### src/rtl/aabb_quaternion_rotate_macros.svh
// ----------------------------------------------------------------------------
// aabb quaternion rotate assertion macros
// shared concurrent assertion shorthands for the rotated box block
// ----------------------------------------------------------------------------
`ifndef AABB_QUATERNION_ROTATE_MACROS_SVH
`define AABB_QUATERNION_ROTATE_MACROS_SVH

// antecedent in a cycle implies consequent in the same cycle
`define AQR_ASSERT_IMP(label, clk, rst_n, ante, cons, msg) \
  label: assert property (@(posedge clk) disable iff (!rst_n) (ante) |-> (cons)) \
    else $error(msg);

// condition holds at every clock edge out of reset
`define AQR_ASSERT_ALWAYS(label, clk, rst_n, cond, msg) \
  label: assert property (@(posedge clk) disable iff (!rst_n) (cond)) \
    else $error(msg);

`endif

### src/rtl/aqr_pkg.sv
// ----------------------------------------------------------------------------
// aqr_pkg
// widths, beat types and the rounding helper of the rotated box pipeline
// ----------------------------------------------------------------------------
`default_nettype none

package aqr_pkg;

  localparam int unsigned CoordWidth = 24;
  localparam int unsigned QuatWidth  = 16;
  localparam int unsigned QuatFrac   = QuatWidth - 2;
  localparam int unsigned RoundShift = 2 * QuatFrac;
  localparam int unsigned ProdWidth  = 2 * QuatWidth;
  localparam int unsigned MatWidth   = ProdWidth + 2;
  localparam int unsigned TermWidth  = MatWidth + CoordWidth;
  localparam int unsigned SumWidth   = TermWidth + 2;
  localparam int unsigned Latency    = 6;

  typedef logic signed [CoordWidth-1:0] coord_t;
  typedef logic signed [QuatWidth-1:0]  quat_t;
  typedef logic signed [ProdWidth-1:0]  prod_t;
  typedef logic signed [MatWidth-1:0]   mat_t;
  typedef logic signed [TermWidth-1:0]  term_t;
  typedef logic signed [SumWidth-1:0]   sum_t;

  typedef struct packed {
    quat_t  quat_w;
    quat_t  quat_x;
    quat_t  quat_y;
    quat_t  quat_z;
    coord_t box_min_x;
    coord_t box_min_y;
    coord_t box_min_z;
    coord_t box_max_x;
    coord_t box_max_y;
    coord_t box_max_z;
  } aqr_in_t;

  typedef struct packed {
    coord_t out_min_x;
    coord_t out_min_y;
    coord_t out_min_z;
    coord_t out_max_x;
    coord_t out_max_y;
    coord_t out_max_z;
  } aqr_out_t;

  // round to nearest with ties up, then saturate to the coordinate range
  function automatic coord_t round_sat(sum_t s);
    sum_t rnd;
    sum_t shf;
    sum_t sat_hi;
    sum_t sat_lo;
    coord_t res;
    rnd    = s + (sum_t'(1) <<< (RoundShift - 1));
    shf    = rnd >>> RoundShift;
    sat_hi = {{(SumWidth - CoordWidth + 1){1'b0}}, {(CoordWidth - 1){1'b1}}};
    sat_lo = ~sat_hi;
    if (shf > sat_hi) begin
      res = sat_hi[CoordWidth-1:0];
    end else if (shf < sat_lo) begin
      res = sat_lo[CoordWidth-1:0];
    end else begin
      res = shf[CoordWidth-1:0];
    end
    return res;
  endfunction

endpackage

`default_nettype wire

### src/rtl/aqr_reduce.sv
// ----------------------------------------------------------------------------
// aqr_reduce
// two stages: per-axis sums of extreme terms, then rounding and saturation
// ----------------------------------------------------------------------------
`default_nettype none

module aqr_reduce (
  input  wire logic            clk_i,
  input  wire logic            rst_ni,
  input  wire logic            valid_i,
  input  wire aqr_pkg::term_t  tmin_i [9],
  input  wire aqr_pkg::term_t  tmax_i [9],
  output logic                 valid_o,
  output aqr_pkg::aqr_out_t    res_o
);

  import aqr_pkg::*;

  sum_t     smin_d [3];
  sum_t     smax_d [3];
  sum_t     smin_q [3];
  sum_t     smax_q [3];
  logic     valid5_q;

  aqr_out_t res_d;
  aqr_out_t res_q;
  logic     valid6_q;

  always_comb begin
    for (int c = 0; c < 3; c++) begin
      smin_d[c] = SumWidth'(tmin_i[c*3]) + SumWidth'(tmin_i[c*3+1])
                + SumWidth'(tmin_i[c*3+2]);
      smax_d[c] = SumWidth'(tmax_i[c*3]) + SumWidth'(tmax_i[c*3+1])
                + SumWidth'(tmax_i[c*3+2]);
    end
  end

  always_comb begin
    res_d.out_min_x = round_sat(smin_q[0]);
    res_d.out_min_y = round_sat(smin_q[1]);
    res_d.out_min_z = round_sat(smin_q[2]);
    res_d.out_max_x = round_sat(smax_q[0]);
    res_d.out_max_y = round_sat(smax_q[1]);
    res_d.out_max_z = round_sat(smax_q[2]);
  end

  always_ff @(posedge clk_i or negedge rst_ni) begin
    if (!rst_ni) begin
      valid5_q <= 1'b0;
      valid6_q <= 1'b0;
    end else begin
      valid5_q <= valid_i;
      valid6_q <= valid5_q;
    end
  end

  always_ff @(posedge clk_i) begin
    smin_q <= smin_d;
    smax_q <= smax_d;
    res_q  <= res_d;
  end

  assign valid_o = valid6_q;
  assign res_o   = res_q;

endmodule

`default_nettype wire

### config.mk
export PLATFORM = sky130hd
export DESIGN_NAME = aqr_reduce
export DESIGN_NICKNAME = d
export VERILOG_FILES = /design/src/rtl/aabb_quaternion_rotate_macros.svh /design/src/rtl/aqr_pkg.sv /design/src/rtl/aqr_reduce.sv
export SDC_FILE = /design/constraint.sdc
export NUM_CORES = 2
export LEC_CHECK = 0
export ABC_AREA = 1
export BUFFER_PORTS_ARGS = -buffer_cell sky130_fd_sc_hd__clkbuf_2
export CELL_PAD_IN_SITES_DETAIL_PLACEMENT = 1
export CELL_PAD_IN_SITES_GLOBAL_PLACEMENT = 1
export CORE_AREA = 4 4 468 470
export CTS_BUF_LIST = sky130_fd_sc_hd__clkbuf_4 sky130_fd_sc_hd__clkbuf_8
export DETAILED_ROUTE_END_ITERATION = 7
export DIE_AREA = 0 0 472 474
export PLACE_DENSITY = 0.61
export SLEW_MARGIN = 20
export SYNTH_ARGS = -nofsm -noshare
export SYNTH_HDL_FRONTEND = slang
export SYNTH_SLANG_ARGS = --single-unit
### constraint.sdc
create_clock -name clk_i -period 5.7 [get_ports clk_i]
set_input_delay 1.14 -clock clk_i [delete_from_list [all_inputs] [get_ports clk_i]]
set_output_delay 1.14 -clock clk_i [all_outputs]
set_load 0.01 [all_outputs]
# Yosys cells after proc, flatten, opt, wreduce, memory -nomap -nowiden
# Cells that the tools add are included.
dict set report totals {
  ff_bits 506
  inputBits 1047
  word_cells 50
}
dict set report op_classes {
  addsub 18
  n_lt_le_gt_ge 12
  mux 6
}
# op count
set op_table {}
lappend op_table {{adder 59 x 58 -> 60 bit} 6}
lappend op_table {{adder 60 x 29 -> 60 bit (second input constant)} 6}
lappend op_table {{adder 58 x 58 -> 59 bit} 6}
lappend op_table {{greater-than comparator 32 x 24 -> 1 bit (second input constant)} 6}
lappend op_table {{less-than comparator 32 x 24 -> 1 bit (second input constant)} 6}
lappend op_table {{2-to-1 mux 24 bit} 6}

# Depth between registers and ports, before layout
dict set report logic_depth {
  ltp_word 3
  mapped_depth 18
  mapped_depth_nobuf 18
}

# Worst setup path before layout
# OpenSTA, ideal clock, no wires.
dict set report synth_timing {
  path_kind {input port to flip-flop}
  start {in tmax_i[185] (netlist name)}
  end {reg smax_q[94] (netlist name)}
  arrival_time_ns 3.040
  required_ns 5.588
  setup_slack_ns 2.548
  stages 13
  n_path_buf 0
  path_cell_list {inv_1 fa_1 inv_1 ha_1 a21o_1 a21boi_0 o21ai_0 a21boi_0 nand2_1 nand2_1 nand2_1 nand2_1 nand2_1}
}
# item line_no
set synth_rtl {}
lappend synth_rtl {{start, declared} aqr_reduce.sv:12} ;# input wire aqr_pkg::term_t tmax_i [9],
lappend synth_rtl {{end signal, assigned} aqr_reduce.sv:59} ;# smax_q <= smax_d;
lappend synth_rtl {{end, declared} aqr_reduce.sv:22} ;# sum_t smax_q [3];

==> results.py <==
metrics = {
    "grt": {
        "grt_first_pass_wirelength_mm": 370.5,
        "grt_use_total_pct": 21.94,
        "antenna_found_initial": 23,
        "grt_max_degree": 24,
        "grt.overflow.total": 0,
        "first_global_vias": 59030,
    },
    "cells_and_area": {
        "final_layout_size_suffix_gt1_share_pct": 15.59,
        "nets": 10760,
        "nFillCells": 28070,
        "fin_cells": 11920,
        "regArea_mm2": 0.006897,
        "multi_input_area_mm2": 0.03491,
        "syn_to_final_growth_pct": 23.40,
    },
    "route": {
        "drt_iter0_markers": 2832,
        "wl_mm": 253.4,
        "postRouteAntennaNets": 0,
        "vias": 54380,
        "via_per_inst": 4.561,
        "drc": 0,
        "drt-pass1-iter-count": 7,
        "routedWlPerCell_um": 21.25,
    },
    "sta": {
        "maxSlewHeadroom_pct": 51.48,
        "finalWorstPathRequiredPeriod_ns": 3.270,
        "finalCritPeriodShare_pct": 57.37,
        "rsz0062_at_grt": "false",
        "setup_viol": 0,
        "slew_viol_final": 0,
        "fin_worst_skew_ns": 0.03398,
        "fmax_mhz": 305.8,
        "finalSetupTns_ns": 0,
        "tightest_slew_ns": 0.7201,
        "hold_viol_final": 0,
    },
    "setup_path": {
        "startpoint_type": "input port",
        "worstSetupEndpointType": "flop",
        "worstPathArrival_ns": 3.91,
        "crit_type": "in2reg",
        "cp_max_fo": 4,
        "required_ns": 6.34,
    },
    "outcome": {
        "outcome": "complete, no violations",
    },
    "yosys": {
        "synthCells": 7772,
        "synth.distinct_cells": 40,
        "synth_seq_area_share_pct": 14.57,
        "syn_nets": 9515,
        "synth_edf_count": 0,
        "synth_ff_type": "dfxtp_1",
        "syn_avg_cell_area_um2": 6.090,
        "async_flop_share_pct": 0.5814,
        "syn_area_mm2": 0.04733,
        "ys_ff_latch": 344,
        "ys_warn_count": 0,
    },
    "min_path": {
        "hold_path.class": "reg2reg",
    },
    "floorplan": {
        "rows": 170,
        "io_pins": 1192,
        "die_width_um": 472,
        "die_area_mm2": 0.2237,
        "die_h_um": 474,
        "coreArea_mm2": 0.2144,
        "start_util_pct": 22.07,
    },
    "clocking": {
        "h-tree-depth": 3,
        "cts_tree": "yes",
        "cts-root-buf": "clkbuf_8",
        "clk_pin_slew_ns": 0.06,
        "clockBufferDepth": 3,
        "cts.sinks": 344,
        "clk_latency_ns": 0.76,
        "cts_made_buffers": 73,
    },
    "power_and_ir_drop": {
        "p_leak_nw": 29.40,
        "p_per_area_mw_per_mm2": 330.0,
        "p_switching_mw": 10.25,
        "seq_power_share_pct": 24.8,
        "p_comb_share_pct": 58.1,
        "intPower_mw": 9.027,
        "peakVddDrop_uv": 164.1,
        "clkPwrFrac_pct": 17.1,
        "power.share.switching_pct": 53.16,
    },
    "placed_design": {
        "gp_congestion": 1.046,
        "dp.cells": 11780,
        "port_buffers": 1191,
        "dp_hpwl_mm": 234.0,
    },
    "job": {
        "maxCapViolCount": 0,
    },
}
-- cells in the mapped netlist, types with 36 or more instances --
cell type / n / share of area [%]
inv_1: 1389 / 11
xnor2_1: 74 / 1.4
nor3_1: 109 / 1.2
dfxtp_1: 342 / 14
ha_1: 354 / 9.4
fa_1: 342 / 14
xor2_1: 117 / 2.2
a21oi_1: 504 / 5.3
nand4_1: 72 / 0.95
o21ai_0: 330 / 3.5
nand3_1: 335 / 3.5
o21bai_1: 47 / 0.75
nor2_1: 1164 / 9.2
a21o_1: 36 / 0.57
nand2_1: 2313 / 18
-- path summary, 6_finish.rpt --
| path | startpoint | endpoint | slack, ns | cells after the start |
|---|---|---|---|---|
| worst min register to register | valid5_q$_DFF_PN0_ | valid_o$_DFF_PN0_ | 0.36 | 0 |
| worst min-delay path | valid5_q$_DFF_PN0_ | valid_o$_DFF_PN0_ | 0.36 | 0 |
| max in group asynchronous | rst_ni | valid5_q$_DFF_PN0_ | 4.85 | 2 |
| worst max-delay path | tmin_i[390] | smin_q[179]$_DFF_P_ | 2.43 | 12 |
| min in group asynchronous | rst_ni | valid_o$_DFF_PN0_ | 0.74 | 2 |
| worst max register to register | smin_q[147]$_DFF_P_ | res_o[127]$_SDFF_PN1_ | 3.04 | 11 |
-- logic make-up after synthesis --
kind of cell    after synthesis  share of synthesized area, %
simple gates               4141                         35.42
fa+ha+maj                   696                         23.82
compound gates              972                         10.99
buf+inv                    1428                         11.66
xor+xnor                    191                         3.535
flops                       344                         14.57
-- metal layers --
layer	global-route usage, %	wire [um]	part of all wire (%)	up-vias
met1	26.94	108500	43	25960
li1	-	-	-	26620
met2	39.30	123500	49	1524
met4	6.615	8136	3.2	14
met3	3.391	13070	5.2	267
met5	0	91	0.036	-
-- power groups by stage --
stage,sequential (mW),clock (mW),combinational (mW)
after floorplan,4.43,0,6.40
after global placement,4.83,0,11.1
after detailed placement,4.85,0,11.2
after CTS,4.80,3.46,11.3
after global routing,4.89,3.54,12.4
final,4.78,3.30,11.2
-- worst max-delay path: stages --
cell and delay, ns:
clkbuf_2 0.10, fa_1 0.50, ha_1 0.42, inv_1 0.19, o21ai_0 0.15, nor2_1 0.24
a21boi_0 0.47, o21ai_0 0.28, a21oi_1 0.22, nand2_1 0.08, nand2_1 0.05, nand2_1 0.07
-- metrics by stage --
step	area, um2	worst slack, ns	utilization (%)	power [mW]	hold slack [ns]
5_1_grt	58380	2.287	27.23	20.85	0.3712
3_3_place_gp	56590	1.673	26.40	15.96	0.3410
4_1_cts	58370	2.571	27.22	19.52	0.3213
3_5_place_dp	56590	1.654	26.40	16.05	0.3491
6_report	58400	2.430	27.24	19.27	0.3569
2_1_floorplan	47330	2.548	-	10.83	0.3312
-- layout make-up --
| class | instances | area share (%) |
|---|---|---|
| Tap cell | 2838 | 6.080 |
| Clock inverter | 32 | 0.7713 |
| Timing Repair Buffer | 1192 | 10.22 |
| Clock buffer | 100 | 2.250 |
| Antenna cell | 14 | 0.05999 |
| Multi-Input combinational cell | 6000 | 59.78 |
| Sequential cell | 344 | 11.81 |
| Inverter | 1404 | 9.024 |
-- what timing repair did --
item	in CTS	in global routing
endpoints found under the hold margin	2	0
setup buffers	0	0
hold buffers	1	0
resized for setup	0	0
-- sequential cells by signal, summed over array words and instances (netlist names) --
register / flops
res_o: 144
smax_q: 99
smin_q: 99
valid5_q: 1
valid_o: 1
-- cell usage in the layout (no fill, tap or decap), types with 7 or more instances in the layout --
master,instances
clkinv_2,9
nand4_1,72
and2_1,21
o21bai_1,47
nand2_1,2313
inv_1,1389
clkbuf_8,90
nor2_1,1164
ha_1,354
diode_2,14
dfxtp_1,342
a31oi_1,12
a21boi_0,17
nor2_2,32
nand3_1,335
clkbuf_4,10
inv_2,13
nor3_1,109
o21a_1,14
xor2_1,117
bufinv_16,9
nand3b_1,21
nand2_2,22
xnor2_1,74
clkbuf_2,1191
a21o_1,36
nor2_4,7
a21oi_1,504
fa_1,342
nor4_1,26
o21ai_0,330
Note: power is estimated with default switching activity, not from simulation.
